### src/design/kso_pkg.sv
`default_nettype none

package kso_pkg;

  // Request operation codes.
  localparam logic [2:0] FN_CREATE  = 3'd0;
  localparam logic [2:0] FN_DELETE  = 3'd1;
  localparam logic [2:0] FN_GET_OWN = 3'd2;
  localparam logic [2:0] FN_SET_OWN = 3'd3;
  localparam logic [2:0] FN_CHECK   = 3'd4;

  // Response status codes.
  localparam logic [1:0] ST_OK      = 2'd0;
  localparam logic [1:0] ST_DENIED  = 2'd1;
  localparam logic [1:0] ST_INVALID = 2'd2;
  localparam logic [1:0] ST_FULL    = 2'd3;

  // Owner bits that set_owner never takes from owner_req.
  localparam logic [31:0] OWN_KEEP_MASK = 32'd7;
  // Owner mask of a default slot after reset.
  localparam logic [31:0] OWN_DEFAULT   = 32'd7;
  localparam logic [7:0]  ROOT_RESET    = 8'd255;

  typedef struct packed {
    logic [2:0]  func;
    logic [7:0]  handle;
    logic [4:0]  pid;
    logic [1:0]  obj_type;
    logic [2:0]  obj_subtype;
    logic [31:0] owner_req;
  } req_t;

  typedef struct packed {
    logic [1:0]  status;
    logic [7:0]  new_handle;
    logic [31:0] owner_out;
    logic [1:0]  slot_type;
    logic [2:0]  slot_subtype;
    logic        granted;
  } rsp_t;

  // Commands from the controller to the datapath.
  typedef struct packed {
    logic load;
    logic commit;
  } cmd_t;

endpackage

`default_nettype wire

### src/design/kso_if.sv
`default_nettype none

interface kso_req_if;
  logic        valid;
  logic        ready;
  logic [2:0]  func;
  logic [7:0]  handle;
  logic [4:0]  pid;
  logic [1:0]  obj_type;
  logic [2:0]  obj_subtype;
  logic [31:0] owner_req;

  modport source (output valid, func, handle, pid, obj_type, obj_subtype, owner_req,
                  input ready);
  modport sink (input valid, func, handle, pid, obj_type, obj_subtype, owner_req,
                output ready);
endinterface

interface kso_rsp_if;
  logic        valid;
  logic        ready;
  logic [1:0]  status;
  logic [7:0]  new_handle;
  logic [31:0] owner_out;
  logic [1:0]  slot_type;
  logic [2:0]  slot_subtype;
  logic        granted;

  modport source (output valid, status, new_handle, owner_out, slot_type, slot_subtype,
                  granted, input ready);
  modport sink (input valid, status, new_handle, owner_out, slot_type, slot_subtype,
                granted, output ready);
endinterface

interface kso_cfg_if;
  logic       valid;
  logic       ready;
  logic [7:0] data;

  modport source (output valid, data, input ready);
  modport sink (input valid, data, output ready);
endinterface

`default_nettype wire

### src/design/kso_ctrl.sv
`default_nettype none

module kso_ctrl (
  input  logic          clk,
  input  logic          rst_n,
  input  logic          in_valid,
  output logic          in_ready,
  output logic          out_valid,
  input  logic          out_ready,
  output kso_pkg::cmd_t cmd
);

  typedef enum logic {
    S_IDLE,
    S_EXEC
  } state_t;

  state_t state_r, state_nxt;
  logic   out_valid_r, out_valid_nxt;
  logic   load, commit;

  assign load   = in_valid && (state_r == S_IDLE);
  // The result register must be empty or emptying before it is overwritten.
  assign commit = (state_r == S_EXEC) && (!out_valid_r || out_ready);

  always_comb begin
    state_nxt     = state_r;
    out_valid_nxt = out_valid_r;
    if (out_ready) begin
      out_valid_nxt = 1'b0;
    end
    case (state_r)
      S_IDLE: begin
        if (load) begin
          state_nxt = S_EXEC;
        end
      end
      S_EXEC: begin
        if (commit) begin
          state_nxt     = S_IDLE;
          out_valid_nxt = 1'b1;
        end
      end
      default: begin
        state_nxt = S_IDLE;
      end
    endcase
  end

  always_ff @(posedge clk) begin
    if (!rst_n) begin
      state_r     <= S_IDLE;
      out_valid_r <= 1'b0;
    end else begin
      state_r     <= state_nxt;
      out_valid_r <= out_valid_nxt;
    end
  end

  assign in_ready   = (state_r == S_IDLE);
  assign out_valid  = out_valid_r;
  assign cmd.load   = load;
  assign cmd.commit = commit;

endmodule

`default_nettype wire

### src/design/kso_datapath.sv
`default_nettype none

module kso_datapath #(
  parameter int NUM_SLOTS   = 32,
  parameter int NUM_DEFAULT = 12
) (
  input  logic          clk,
  input  logic          rst_n,
  input  kso_pkg::cmd_t cmd,
  input  kso_pkg::req_t req,
  input  logic          cfg_we,
  input  logic [7:0]    cfg_data,
  output kso_pkg::rsp_t rsp
);

  localparam int IDX_W = (NUM_SLOTS > 1) ? $clog2(NUM_SLOTS) : 1;
  localparam int LK_N  = 1 << IDX_W;
  localparam int GRP_N = (NUM_SLOTS + 7) / 8;
  localparam int PAD_N = GRP_N * 8;
  localparam logic [8:0] SLOT_LIM = 9'(NUM_SLOTS);
  localparam logic [8:0] DEF_LIM  = 9'(NUM_DEFAULT);

  // Per-slot flags held in flip-flops.
  logic [NUM_SLOTS-1:0] in_use_r;
  logic [NUM_SLOTS-1:0] own_wr_r;
  logic [NUM_SLOTS-1:0] meta_wr_r;

  // Slot stores.
  logic [31:0] owner_mem [NUM_SLOTS];
  logic [1:0]  type_mem  [NUM_SLOTS];
  logic [2:0]  sub_mem   [NUM_SLOTS];

  kso_pkg::req_t req_r;
  logic [31:0]   rd_owner_r;
  logic [1:0]    rd_type_r;
  logic [2:0]    rd_sub_r;
  logic [7:0]    root_r;
  kso_pkg::rsp_t rsp_r, rsp_nxt;

  logic [GRP_N-1:0] grp_free, grp_free_r;
  logic [2:0]       grp_off   [GRP_N];
  logic [2:0]       grp_off_r [GRP_N];

  logic [PAD_N-1:0] use_pad;
  logic [LK_N-1:0]  use_lk, own_wr_lk, meta_wr_lk;

  for (genvar i = 0; i < PAD_N; i++) begin : g_pad
    if (i < NUM_SLOTS) begin : g_real
      assign use_pad[i] = in_use_r[i];
    end else begin : g_fill
      assign use_pad[i] = 1'b1;
    end
  end

  for (genvar i = 0; i < LK_N; i++) begin : g_lk
    if (i < NUM_SLOTS) begin : g_real
      assign use_lk[i]     = in_use_r[i];
      assign own_wr_lk[i]  = own_wr_r[i];
      assign meta_wr_lk[i] = meta_wr_r[i];
    end else begin : g_fill
      assign use_lk[i]     = 1'b0;
      assign own_wr_lk[i]  = 1'b0;
      assign meta_wr_lk[i] = 1'b0;
    end
  end

  // First level of the free-slot search: lowest free slot within each group of eight.
  always_comb begin
    for (int g = 0; g < GRP_N; g++) begin
      grp_free[g] = 1'b0;
      grp_off[g]  = 3'd0;
      for (int k = 7; k >= 0; k--) begin
        if (!use_pad[g*8 + k]) begin
          grp_free[g] = 1'b1;
          grp_off[g]  = 3'(k);
        end
      end
    end
  end

  always_ff @(posedge clk) begin
    if (cmd.load) begin
      req_r      <= req;
      rd_owner_r <= owner_mem[req.handle[IDX_W-1:0]];
      rd_type_r  <= type_mem[req.handle[IDX_W-1:0]];
      rd_sub_r   <= sub_mem[req.handle[IDX_W-1:0]];
      grp_free_r <= grp_free;
      for (int g = 0; g < GRP_N; g++) begin
        grp_off_r[g] <= grp_off[g];
      end
    end
  end

  // Execution on the captured request.
  logic [IDX_W-1:0] hidx, free_idx;
  logic             free_found;
  logic             h_valid, h_in_use, h_default, h_root, h_owns;
  logic [31:0]      pid_bit, owner_h, merged;
  logic [1:0]       type_h;
  logic [2:0]       sub_h;
  logic             do_create, do_delete, do_set_own;

  always_comb begin
    free_found = 1'b0;
    free_idx   = '0;
    for (int g = GRP_N - 1; g >= 0; g--) begin
      if (grp_free_r[g]) begin
        free_found = 1'b1;
        free_idx   = IDX_W'(g*8 + int'(grp_off_r[g]));
      end
    end
  end

  assign hidx      = req_r.handle[IDX_W-1:0];
  assign h_valid   = {1'b0, req_r.handle} < SLOT_LIM;
  assign h_in_use  = h_valid && use_lk[hidx];
  assign h_root    = (req_r.handle == root_r);
  assign h_default = ({1'b0, req_r.handle} < DEF_LIM) || h_root;
  assign pid_bit   = 32'd1 << req_r.pid;
  // A store entry never written reads as its reset value.
  assign owner_h   = own_wr_lk[hidx] ? rd_owner_r :
                     (({1'b0, req_r.handle} < DEF_LIM) ? kso_pkg::OWN_DEFAULT : 32'd0);
  assign type_h    = meta_wr_lk[hidx] ? rd_type_r : 2'd0;
  assign sub_h     = meta_wr_lk[hidx] ? rd_sub_r : 3'd0;
  assign h_owns    = h_root || (h_in_use && ((owner_h & pid_bit) != 32'd0));
  assign merged    = owner_h | pid_bit;

  always_comb begin
    rsp_nxt    = '0;
    do_create  = 1'b0;
    do_delete  = 1'b0;
    do_set_own = 1'b0;
    case (req_r.func)
      kso_pkg::FN_CREATE: begin
        if (free_found) begin
          do_create          = 1'b1;
          rsp_nxt.status     = kso_pkg::ST_OK;
          rsp_nxt.new_handle = 8'(free_idx);
        end else begin
          rsp_nxt.status = kso_pkg::ST_FULL;
        end
      end
      kso_pkg::FN_DELETE: begin
        if (h_default || !h_owns) begin
          rsp_nxt.status = kso_pkg::ST_DENIED;
        end else if (!h_valid) begin
          rsp_nxt.status = kso_pkg::ST_INVALID;
        end else begin
          do_delete = 1'b1;
        end
      end
      kso_pkg::FN_GET_OWN: begin
        if (h_in_use) begin
          rsp_nxt.owner_out    = owner_h;
          rsp_nxt.slot_type    = type_h;
          rsp_nxt.slot_subtype = sub_h;
        end else begin
          rsp_nxt.status = kso_pkg::ST_INVALID;
        end
      end
      kso_pkg::FN_SET_OWN: begin
        if (!h_owns) begin
          rsp_nxt.status = kso_pkg::ST_DENIED;
        end else if (!h_valid) begin
          rsp_nxt.status = kso_pkg::ST_INVALID;
        end else if (merged != pid_bit) begin
          rsp_nxt.status = kso_pkg::ST_DENIED;
        end else begin
          do_set_own = 1'b1;
        end
      end
      kso_pkg::FN_CHECK: begin
        rsp_nxt.granted = h_owns;
      end
      default: begin
        rsp_nxt.status = kso_pkg::ST_INVALID;
      end
    endcase
  end

  // Store writes: the owner store has one write port shared by create and set_owner.
  logic             own_we, meta_we;
  logic [IDX_W-1:0] own_wa;
  logic [31:0]      own_wd;

  assign own_we  = cmd.commit && (do_create || do_set_own);
  assign own_wa  = do_create ? free_idx : hidx;
  assign own_wd  = do_create ? pid_bit :
                   ((req_r.owner_req & ~kso_pkg::OWN_KEEP_MASK) | merged);
  assign meta_we = cmd.commit && do_create;

  always_ff @(posedge clk) begin
    if (own_we) begin
      owner_mem[own_wa] <= own_wd;
    end
    if (meta_we) begin
      type_mem[free_idx] <= req_r.obj_type;
      sub_mem[free_idx]  <= req_r.obj_subtype;
    end
    if (cmd.commit) begin
      rsp_r <= rsp_nxt;
    end
  end

  always_ff @(posedge clk) begin
    if (!rst_n) begin
      for (int i = 0; i < NUM_SLOTS; i++) begin
        in_use_r[i] <= (i < NUM_DEFAULT);
      end
      own_wr_r  <= '0;
      meta_wr_r <= '0;
      root_r    <= kso_pkg::ROOT_RESET;
    end else begin
      if (cfg_we) begin
        root_r <= cfg_data;
      end
      if (cmd.commit && do_create) begin
        in_use_r[free_idx]  <= 1'b1;
        meta_wr_r[free_idx] <= 1'b1;
      end
      if (cmd.commit && do_delete) begin
        in_use_r[hidx] <= 1'b0;
      end
      if (own_we) begin
        own_wr_r[own_wa] <= 1'b1;
      end
    end
  end

  assign rsp = rsp_r;

endmodule

`default_nettype wire

### src/design/key_slot_ownership_table_unit.sv
// Key-slot ownership table: create, delete, read and change ownership of key slots,
// and check whether a process may use a handle.
// in_ch carries one request word (func, handle, pid, obj_type, obj_subtype, owner_req);
// out_ch returns exactly one response word per request, in request order; cfg_ch writes
// the root handle and is always ready, but must only be used while no request is in flight.
// An accepted request is captured with its store reads; in the execute state its response is
// registered once the output register is empty or being taken, and out_ch.valid then rises.
// A new request is taken only after the previous one is committed: the state is read and the
// free-slot search's first level is registered at acceptance, the update written at commit.
// The free-slot search runs as a two-level tree over groups of eight slots.
// Reset (rst_n low, synchronous) marks the default slots in use with owner mask 7, all other
// slots free, and sets the root handle to 255. No clearing pass is needed: per-slot written
// flags make untouched store entries read as their reset value.
// If the receiver stalls with a response pending, the next request may still be accepted,
// and its result waits in the execute cycle until the output register is taken.
`default_nettype none

module key_slot_ownership_table_unit #(
  parameter int NUM_SLOTS   = 32,
  parameter int NUM_DEFAULT = 12
) (
  input logic       clk,
  input logic       rst_n,
  kso_req_if.sink   in_ch,
  kso_rsp_if.source out_ch,
  kso_cfg_if.sink   cfg_ch
);

  kso_pkg::cmd_t cmd;
  kso_pkg::req_t req;
  kso_pkg::rsp_t rsp;

  // The root handle register can be written at any time.
  assign cfg_ch.ready = 1'b1;

  assign req.func        = in_ch.func;
  assign req.handle      = in_ch.handle;
  assign req.pid         = in_ch.pid;
  assign req.obj_type    = in_ch.obj_type;
  assign req.obj_subtype = in_ch.obj_subtype;
  assign req.owner_req   = in_ch.owner_req;

  kso_ctrl u_ctrl (
    .clk       (clk),
    .rst_n     (rst_n),
    .in_valid  (in_ch.valid),
    .in_ready  (in_ch.ready),
    .out_valid (out_ch.valid),
    .out_ready (out_ch.ready),
    .cmd       (cmd)
  );

  kso_datapath #(
    .NUM_SLOTS   (NUM_SLOTS),
    .NUM_DEFAULT (NUM_DEFAULT)
  ) u_datapath (
    .clk      (clk),
    .rst_n    (rst_n),
    .cmd      (cmd),
    .req      (req),
    .cfg_we   (cfg_ch.valid && cfg_ch.ready),
    .cfg_data (cfg_ch.data),
    .rsp      (rsp)
  );

  assign out_ch.status       = rsp.status;
  assign out_ch.new_handle   = rsp.new_handle;
  assign out_ch.owner_out    = rsp.owner_out;
  assign out_ch.slot_type    = rsp.slot_type;
  assign out_ch.slot_subtype = rsp.slot_subtype;
  assign out_ch.granted      = rsp.granted;

  // Only one request is in flight: acceptance closes the input for the next cycle.
  a_one_in_flight: assert property (@(posedge clk) disable iff (!rst_n)
    (in_ch.valid && in_ch.ready) |=> !in_ch.ready)
    else $error("request accepted while another is in flight");

  // A committed result must appear on the output in the following cycle.
  a_commit_shows: assert property (@(posedge clk) disable iff (!rst_n)
    cmd.commit |=> out_ch.valid)
    else $error("committed response not presented");

  // Loading a new request and committing a result never coincide.
  a_load_commit: assert property (@(posedge clk) disable iff (!rst_n)
    cmd.load |-> !cmd.commit)
    else $error("load and commit in the same cycle");

endmodule

`default_nettype wire
### src/flat_wrapper.sv
// flat-port wrapper written by rule: the top's interface ports become plain ports
module key_slot_ownership_table_unit_flat 
#(
  parameter int NUM_SLOTS   = 32,
  parameter int NUM_DEFAULT = 12
)
  (clk, rst_n, in_ch_valid, in_ch_func, in_ch_handle, in_ch_pid, in_ch_obj_type, in_ch_obj_subtype, in_ch_owner_req, in_ch_ready, out_ch_valid, out_ch_status, out_ch_new_handle, out_ch_owner_out, out_ch_slot_type, out_ch_slot_subtype, out_ch_granted, out_ch_ready, cfg_ch_valid, cfg_ch_data, cfg_ch_ready);
  kso_req_if in_ch_i ();
  kso_rsp_if out_ch_i ();
  kso_cfg_if cfg_ch_i ();
  input logic clk;
  input logic rst_n;
  input wire logic [$bits(in_ch_i.valid)-1:0] in_ch_valid;
  input wire logic [$bits(in_ch_i.func)-1:0] in_ch_func;
  input wire logic [$bits(in_ch_i.handle)-1:0] in_ch_handle;
  input wire logic [$bits(in_ch_i.pid)-1:0] in_ch_pid;
  input wire logic [$bits(in_ch_i.obj_type)-1:0] in_ch_obj_type;
  input wire logic [$bits(in_ch_i.obj_subtype)-1:0] in_ch_obj_subtype;
  input wire logic [$bits(in_ch_i.owner_req)-1:0] in_ch_owner_req;
  output wire logic [$bits(in_ch_i.ready)-1:0] in_ch_ready;
  output wire logic [$bits(out_ch_i.valid)-1:0] out_ch_valid;
  output wire logic [$bits(out_ch_i.status)-1:0] out_ch_status;
  output wire logic [$bits(out_ch_i.new_handle)-1:0] out_ch_new_handle;
  output wire logic [$bits(out_ch_i.owner_out)-1:0] out_ch_owner_out;
  output wire logic [$bits(out_ch_i.slot_type)-1:0] out_ch_slot_type;
  output wire logic [$bits(out_ch_i.slot_subtype)-1:0] out_ch_slot_subtype;
  output wire logic [$bits(out_ch_i.granted)-1:0] out_ch_granted;
  input wire logic [$bits(out_ch_i.ready)-1:0] out_ch_ready;
  input wire logic [$bits(cfg_ch_i.valid)-1:0] cfg_ch_valid;
  input wire logic [$bits(cfg_ch_i.data)-1:0] cfg_ch_data;
  output wire logic [$bits(cfg_ch_i.ready)-1:0] cfg_ch_ready;
  assign in_ch_i.valid = in_ch_valid;
  assign in_ch_i.func = in_ch_func;
  assign in_ch_i.handle = in_ch_handle;
  assign in_ch_i.pid = in_ch_pid;
  assign in_ch_i.obj_type = in_ch_obj_type;
  assign in_ch_i.obj_subtype = in_ch_obj_subtype;
  assign in_ch_i.owner_req = in_ch_owner_req;
  assign in_ch_ready = in_ch_i.ready;
  assign out_ch_valid = out_ch_i.valid;
  assign out_ch_status = out_ch_i.status;
  assign out_ch_new_handle = out_ch_i.new_handle;
  assign out_ch_owner_out = out_ch_i.owner_out;
  assign out_ch_slot_type = out_ch_i.slot_type;
  assign out_ch_slot_subtype = out_ch_i.slot_subtype;
  assign out_ch_granted = out_ch_i.granted;
  assign out_ch_i.ready = out_ch_ready;
  assign cfg_ch_i.valid = cfg_ch_valid;
  assign cfg_ch_i.data = cfg_ch_data;
  assign cfg_ch_ready = cfg_ch_i.ready;
  key_slot_ownership_table_unit #(.NUM_SLOTS(NUM_SLOTS), .NUM_DEFAULT(NUM_DEFAULT)) u_core (.clk(clk), .rst_n(rst_n), .in_ch(in_ch_i), .out_ch(out_ch_i), .cfg_ch(cfg_ch_i));
endmodule
### config.mk
export PLATFORM = sky130hd
export DESIGN_NAME = key_slot_ownership_table_unit_flat
export DESIGN_NICKNAME = d
export VERILOG_FILES = /design/src/design/kso_pkg.sv /design/src/design/kso_if.sv /design/src/design/kso_ctrl.sv /design/src/design/kso_datapath.sv /design/src/design/key_slot_ownership_table_unit.sv /design/src/flat_wrapper.sv
export SDC_FILE = /design/constraint.sdc
export NUM_CORES = 1
export LEC_CHECK = 0
export BUFFER_PORTS_ARGS = -buffer_cell sky130_fd_sc_hd__buf_4
export CAP_MARGIN = 40
export CORE_UTILIZATION = 65
export CTS_BUF_LIST = sky130_fd_sc_hd__clkbuf_2 sky130_fd_sc_hd__clkbuf_4 sky130_fd_sc_hd__clkbuf_8
export DETAILED_ROUTE_END_ITERATION = 6
export HOLD_SLACK_MARGIN = 0.02
export PLACE_DENSITY = 0.81
export SLEW_MARGIN = 20
export SYNTH_ARGS = -nofsm -noshare
export SYNTH_HDL_FRONTEND = slang
export SYNTH_SLANG_ARGS = --single-unit
### constraint.sdc
create_clock -name clk -period 9.68 [get_ports clk]
set_clock_uncertainty 0.2 [all_clocks]
set_input_delay 0.484 -clock clk [delete_from_list [all_inputs] [get_ports clk]]
set_output_delay 0.484 -clock clk [all_outputs]
set_load 0.02 [all_outputs]
==> reports/qor.tcl <==
set qor(ys_seq_elements) 1438
set qor(largest_buffer_count_on_any_clock_path) 3
set qor(place.gp.congestion) 0.905
set qor(pwr_density_cell_nw_per_um2) 194
set qor(nFillCells) 4300
set qor(drt_drc_violations_left) 0
set qor(hpwl_detailed_um) 81300
set qor(grt_start_max_net_pins) 156
set qor(cp_max_fo) 30
set qor(design.core.area_um2) 85700
set qor(timing.critical_path.to_type) {flop}
set qor(drtIter0Drc) 4296
set qor(min_path_type) {primary input to flop}
set qor(ant_nets) 0
set qor(min_period_over_period_pct) 56.6
set qor(first_global_vias) 31300
set qor(internal_power_w) 0.00979
set qor(maxCapViolCount) 0
set qor(synth_ff_type) {edfxtp_1}
set qor(pin_count) 117
set qor(cts-buffers-inserted) 211
set qor(tritoncts_clock_tree) {done}
set qor(ranking_of_synthesized_cells_by_instance_count) {1332 x edfxtp_1, 386 x mux4_2, 116 x clkbuf_1}
set qor(synth.yosys.seq_area_share_pct) 74.4
set qor(worst_ep_arrival_time_ns) 5.78
set qor(syn_to_final_growth_pct) 14.8
set qor(switchingPower_w) 0.00285
set qor(cts-resized-gates) 0
set qor(placementRows) 107
set qor(switching_share_pct) 22.6
set qor(final_hold_viol_count) 0
set qor(initial_standard_cell_utilization_of_the_core_pct) 66.1
set qor(clock_insertion_delay_at_the_later_pin_of_the_skew_report_ns) 0.89
set qor(grt_overflow) 0
set qor(power.ir.vdd_worst_mv) 0.158
set qor(post-synth-top-count-cell) {edfxtp_1}
set qor(min_period_ns) 5.48
set qor(final.setup.tns_ns) 0
set qor(synth.cell_area_um2) 56600
set qor(routed_wire_length_per_instance_um) 32.2
set qor(synth_enable_flop_cells) 1332
set qor(antenna_violations_before_repair) 6
set qor(type_of_the_worst_setup_path) {flop to flop}
set qor(routed-via-count) 31100
set qor(postCtsSetupBuffers) 0
set qor(synth_cells) 2768
set qor(max_freq_mhz) 182
set qor(pwr-share-clk_pct) 38.5
set qor(fin_nets) 3195
set qor(worstMarginPinSlew_ns) 1.00
set qor(synth_area_per_cell_um2) 20.5
set qor(drt-vias-per-instance) 6.99
set qor(yosysUniqueCellTypes) 70
set qor(leakagePower_nw) 21.1
set qor(maxSlewHeadroom_pct) 33.1
set qor(floorplan_die_area_um2) 88300
set qor(status) {completed}
set qor(detail_route.first_pass.iterations) 6
set qor(worst_ep_required_time_ns) 9.98
set qor(timing_max_transition_violations_final) 0
set qor(drt_wl_total_um) 143000
set qor(placed_cells_incl_taps) 3969
set qor(synth-warning-count) 0
set qor(synth_top_cell_by_area) {edfxtp_1}
set qor(layout.cells.non_filler) 4454
set qor(hold_buffers) 74
set qor(worst_setup_path_start_kind) {flop}
set qor(global_route.usage.total_pct) 32.9
set qor(htree_levels) 4
set qor(setup_viol_count_final) 0
set qor(synth_top_area_share_pct) 70.6
set qor(synth-async-reset-ratio_pct) 0
set qor(die_y_um) 297
set qor(power.sequential.fraction_pct) 55.2
set qor(tritoncts_num_sinks) 1438
set qor(clkSlewWorstSetupHoldPaths_ns) 0.06
set qor(rsz_0062_raised_after_global_routing) {no}
set qor(grt_first_pass_wirelength_um) 208000
set qor(clock_tree.root_cell) {clkbuf_8}
set qor(drive_above_1_share_pct) 33.4
set qor(synth.top_cells.by_area) {edfxtp_1 71%, mux4_2 15%, dfxtp_1 3.7%, mux2_2 0.85%, clkbuf_1 0.77%}
set qor(placement.io_buffers) 109
set qor(p_comb_share_pct) 6.2
set qor(die_boundary_width_um) 297
## cells by family (layout without fill, tap and decap cells)
family | Yosys count | in the layout | share of synthesized area (%)
buffers and inverters | 189 | 727 | 1.36
flip-flops | 1438 | 1438 | 74.4
XOR/XNOR | 8 | 8 | 0.124
AO/OA/AOI/OAI | 329 | 329 | 4.13
multiplexers | 458 | 458 | 16.7
AND/OR/NAND/NOR | 344 | 344 | 3.28
other | 2 | 6 | 0.0133
## stage by stage
step / util [%] / power, W / hold slack (ns) / worst slack [ns] / instance area (um2)
after global placement: 69.3 / 0.00779 / 0.241 / 4.35 / 59300
after detailed placement: 69.8 / 0.00784 / 0.250 / 4.23 / 59800
after global routing: 75.9 / 0.0130 / 0.0439 / 4.05 / 65000
after CTS: 75.6 / 0.0126 / 0.0313 / 4.20 / 64800
final: 75.9 / 0.0126 / 0.0922 / 4.20 / 65000
after floorplan: - / 0.00756 / 0.235 / 3.78 / 56700
## area by class of cell
type	instances	area [um2]	share of cell area, %
clock inverters	113	815	1.25
clock buffers	279	3430	5.27
flip-flops and latches	1438	42100	64.8
diodes	2	5.00	0.00770
well taps	1144	1430	2.20
multi-input cells	1143	14300	22.0
inverters	21	78.8	0.121
repair buffers	314	2850	4.38
## registers in the layout (all words and copies together) (netlist names), 32 cells and up
register                      count
u_core.u_datapath.type_mem       64
u_core.u_datapath.meta_wr_lk     32
u_core.u_datapath.rd_owner_r     32
u_core.u_datapath.rsp            45
u_core.u_datapath.sub_mem        96
u_core.u_datapath.req_r          45
u_core.u_datapath.owner_mem    1024
u_core.u_datapath.own_wr_lk      32
u_core.u_datapath.in_use_r       32
## critical path, stage by stage, from the launching register on
cell      delay [ns]
edfxtp_1        0.91
nand3b_1        0.62
or3b_2          0.63
a31oi_1         0.17
nor4_1          0.08
buf_4           0.17
a211oi_4        0.52
o221ai_1        0.42
a21oi_4         0.72
buf_4           0.61
## power groups by stage
stage | registers (W) | logic, W | clock network, W
CTS | 0.00699 | 0.000754 | 0.00490
global route | 0.00698 | 0.000827 | 0.00516
finish | 0.00698 | 0.000787 | 0.00487
detailed placement | 0.00712 | 0.000725 | 0
floorplan | 0.00710 | 0.000464 | 0
global placement | 0.00712 | 0.000669 | 0
## worst paths after layout
check	start	endpoint	slack [ns]	depth (start not counted)
min	in_ch_handle[2]	u_core.u_datapath.hidx[2]	0.09	2
min reg2reg	u_core.u_datapath.meta_wr_lk[22]	u_core.u_datapath.meta_wr_lk[22]	0.26	1
max	u_core.u_datapath.req_r[37]	u_core.u_datapath.owner_mem[28][7]	4.20	9
max reg2reg	u_core.u_datapath.req_r[37]	u_core.u_datapath.owner_mem[28][7]	4.20	9
## cells in the final DEF, fill, tap and decap left out, types with 12 or more instances in the layout
master            n
or3b_2           14
o22ai_1          22
a22oi_1          27
nor2_1           68
nor2b_1          15
inv_1            21
clkinv_1         53
mux2_2           43
clkbuf_8        213
buf_8            13
nand3_1          25
and3_1           34
o31ai_1          21
a21oi_1          46
dlygate4sd3_1    74
o31ai_4          12
o221a_2          16
o22ai_2          15
buf_6            14
nand3b_1         16
o21a_1           46
edfxtp_1       1332
nand4_1          13
mux2i_1          28
mux4_2          386
o21ai_0          33
clkinv_2         36
nand2_1          78
dfxtp_1         106
clkbuf_4         66
a21oi_4          14
buf_4           200
## layer usage
metal  global-route usage, %  share of wire, %
met5                       0             0.029
met1                    46.6                36
met4                    11.8               3.2
met3                    7.71                12
met2                    51.3                48
No activity file was read; power rests on OpenSTA's default activity.
